[src/ctc_ram.sv]
// generic single write port ram with registered read
module ctc_ram #(
    parameter int unsigned WIDTH = 8,
    parameter int unsigned DEPTH = 64
) (
    input  logic                     i_clk,
    input  logic                     i_we,
    input  logic [$clog2(DEPTH)-1:0] i_waddr,
    input  logic [WIDTH-1:0]         i_wdata,
    input  logic [$clog2(DEPTH)-1:0] i_raddr,
    output logic [WIDTH-1:0]         o_rdata
);

    logic [WIDTH-1:0] r_mem [DEPTH];
    logic [WIDTH-1:0] r_rdata;

    // write and registered read
    always_ff @(posedge i_clk) begin
        if (i_we) begin
            r_mem[i_waddr] <= i_wdata;
        end
        r_rdata <= r_mem[i_raddr];
    end

    assign o_rdata = r_rdata;

endmodule

[config.mk]
export PLATFORM = sky130hd
export DESIGN_NAME = ctc_ram
export DESIGN_NICKNAME = d
export VERILOG_FILES = /design/src/ctc_ram.sv
export SDC_FILE = /design/constraint.sdc
export NUM_CORES = 1
export LEC_CHECK = 0
export ABC_AREA = 1
export BUFFER_PORTS_ARGS = -buffer_cell sky130_fd_sc_hd__buf_2
export CAP_MARGIN = 20
export CORE_MARGIN = 5
export CORE_UTILIZATION = 50
export CTS_CLUSTER_DIAMETER = 50
export DETAILED_ROUTE_END_ITERATION = 6
export PLACE_DENSITY = 0.66
export RECOVER_POWER = 25
export SLEW_MARGIN = 20
export SYNTH_ARGS = -nofsm -noshare
export SYNTH_HDL_FRONTEND = slang
export SYNTH_SLANG_ARGS = --single-unit
[constraint.sdc]
create_clock -name i_clk -period 2.9 [get_ports i_clk]
set_clock_uncertainty 0.15 [all_clocks]
set_input_delay 0.725 -clock i_clk [delete_from_list [all_inputs] [get_ports i_clk]]
set_output_delay 0.725 -clock i_clk [all_outputs]
set_load 0.02 [all_outputs]
==> flow_summary.json <==
{
  "status": "finished, violations left",
  "violations": "capacitance limit, slew limit",
  "cpMaxStageDelayCell": "clkbuf_1",
  "synth-seq-cells": 520,
  "synthToLayoutAreaGrowth_pct": 12.33,
  "cp_slowest_stage_delay_ns": 1.31,
  "slew_headroom_pct": -20.79,
  "p_leak_nw": 8.778,
  "port_buffers": 29,
  "multiInputGateArea_um2": 4946,
  "worst-setup-path-type": "input port to flip-flop",
  "fillerInstances": 3473,
  "end_kind": "flip-flop",
  "grt_use_total_pct": 22.27,
  "drt-met1-wl_um": 22270,
  "start_kind": "input port",
  "cts_buffer_depth": 3,
  "insertion_delay_ns": 0.60,
  "highest_layer": "met5",
  "synth.distinct_cells": 16,
  "die_w_um": 216.6,
  "initial_core_util_pct": 50.76,
  "ys_warn_count": 0,
  "fmax_mhz": 457.1,
  "grt_pass1_wl_um": 80580,
  "num_vias": 13865,
  "setup_violations": 0,
  "drive_gt1_share_pct": 10.79,
  "synth_top_cell_area_share_pct": 72.05,
  "worst_slew_pin_slew_ns": 1.812,
  "finalWirelength_um": 52450,
  "cpMostUsedCell": "clkbuf_1",
  "met3_length_um": 3857,
  "nNetsFinal": 1907,
  "core-area_um2": 42040,
  "power.density_nw_per_um2": 658.4,
  "first_global_vias": 13421,
  "antenna_found_initial": 2,
  "grt_max_degree": 80,
  "clkSinkCount": 520,
  "dp_hpwl_um": 30470,
  "ctsRootBufferMaster": "clkbuf_16",
  "ctsResizeCount": 0,
  "period_minus_slack_ns": 2.188,
  "syn_area_um2": 21340,
  "row_count": 75,
  "clk_pin_slew_ns": 0.06,
  "grt_overflow_total": 0,
  "dr.pass1.iters": 5,
  "cts_tree": "yes",
  "wire_per_inst_um": 21.25,
  "drc": 0,
  "yosys-top-cells-area": "edfxtp_1, nand2_1, nand3_1",
  "die_h_um": 216.6,
  "crit_chain": "clkbuf_1, clkbuf_1",
  "wl_met2_um": 24700,
  "htree_levels": 2,
  "cts_setup_buffers": 0,
  "p_total_w": 0.01578,
  "viasPerCell": 5.618,
  "synthCells": 1805,
  "antenna_left": 0,
  "path_buf_inv": 2,
  "io_pins": 30,
  "ir_worst_vdd_uv": 546.1,
  "fin_crit_sh_pct": 75.44,
  "critPathTopFamily": "buffers and inverters",
  "regArea_um2": 15530,
  "crit_arrival_ns": 2.17,
  "cp.required_ns": 2.88,
  "ys_seq_area_share_pct": 72.80,
  "drt_iter0_markers": 1458,
  "synth_area_per_cell_um2": 11.82,
  "gp_congestion": 0.8364,
  "finalSetupTns_ns": 0,
  "syn_nets": 1827,
  "drv_cap": 3,
  "numCtsBuffers": 53,
  "hold_viol_final": 0,
  "dieArea_um2": 46910,
  "yosys.area.top_type": "edfxtp_1",
  "ctsHoldBuffers": 0,
  "critPathMaxFanout": 34,
  "hp-class": "input port to flip-flop",
  "rsz0062_at_grt": "false",
  "drv_slew": 131
}
==> report_power, final <==
group          internal [W]  leakage [nW]  switching [W]
Combinational      0.000263          3.29       0.000732
Sequential          0.00832          4.67      0.0000296
Clock               0.00364         0.814        0.00279
==> registers in the layout, indices dropped and copies added, names as in the netlist <==
register  cells
o_rdata       8
r_mem       512
==> kinds of logic after synthesis <==
logic type | after synthesis | synth area share [%]
flip-flops | 520 | 72.80
buffers and inverters | 125 | 4.022
AND/OR/NAND/NOR | 1160 | 23.18
==> layer usage <==
layer  vias to the layer above  GRT usage, %
met2                       528         35.29
li1                       6510             -
met4                         2         7.738
met3                       103         3.545
met1                      6722         31.79
met5                         -             0
==> final cells by class <==
cell class,count,area share (%)
multi-input combinational,1160,20.63
sequential,520,64.81
clock inverter,31,0.8717
clock buffer,67,5.930
antenna,1,0.01044
inverter,12,0.2297
timing repair buffer,138,4.703
tap,539,2.813
==> cell usage after synthesis <==
cell      number
edfxtp_1     512
buf_6         35
buf_1         10
buf_2         37
inv_1         10
clkbuf_1      15
buf_8          2
inv_2          1
nand2_1      648
nor4_1         8
nand4_1        9
inv_6          1
dfxtp_1        8
nor2_1        56
nand3_1      439
buf_4         14
==> placed cells by master (no fill, tap or decap), drive strengths merged <==
master / Yosys / final
dfxtp: 8 / 8
nand3: 439 / 439
nor4: 8 / 8
diode: 0 / 1
buf: 98 / 126
edfxtp: 512 / 512
clkbuf: 15 / 79
nand2: 648 / 648
clkinv: 0 / 27
nand4: 9 / 9
bufinv: 0 / 2
inv: 12 / 14
nor2: 56 / 56
==> final timing paths <==
check,start,endpoint,slack (ns),cells past startpoint
max,i_wdata[3],r_mem[52][3],0.71,2
max reg2reg,r_mem[59][5],o_rdata[5],1.37,8
min reg2reg,r_mem[13][7],o_rdata[7],0.66,8
min,i_raddr[5],o_rdata[3],0.33,3
==> per-stage QoR <==
step | hold WS (ns) | setup WS (ns) | cells | utilization (%) | instance area, um^2
floorplan | 0.5717 | 0.2589 | 1805 | - | 21340
global placement | 0.6282 | 0.3907 | 2369 | 53.22 | 22370
detailed placement | 0.6375 | 0.3840 | 2369 | 53.22 | 22370
CTS | 0.2982 | 0.7598 | 2467 | 57.10 | 24000
global route | 0.3536 | 0.6302 | 2468 | 57.02 | 23970
finish | 0.3269 | 0.7121 | 2468 | 57.02 | 23970
(Power assumes the default switching activity.)
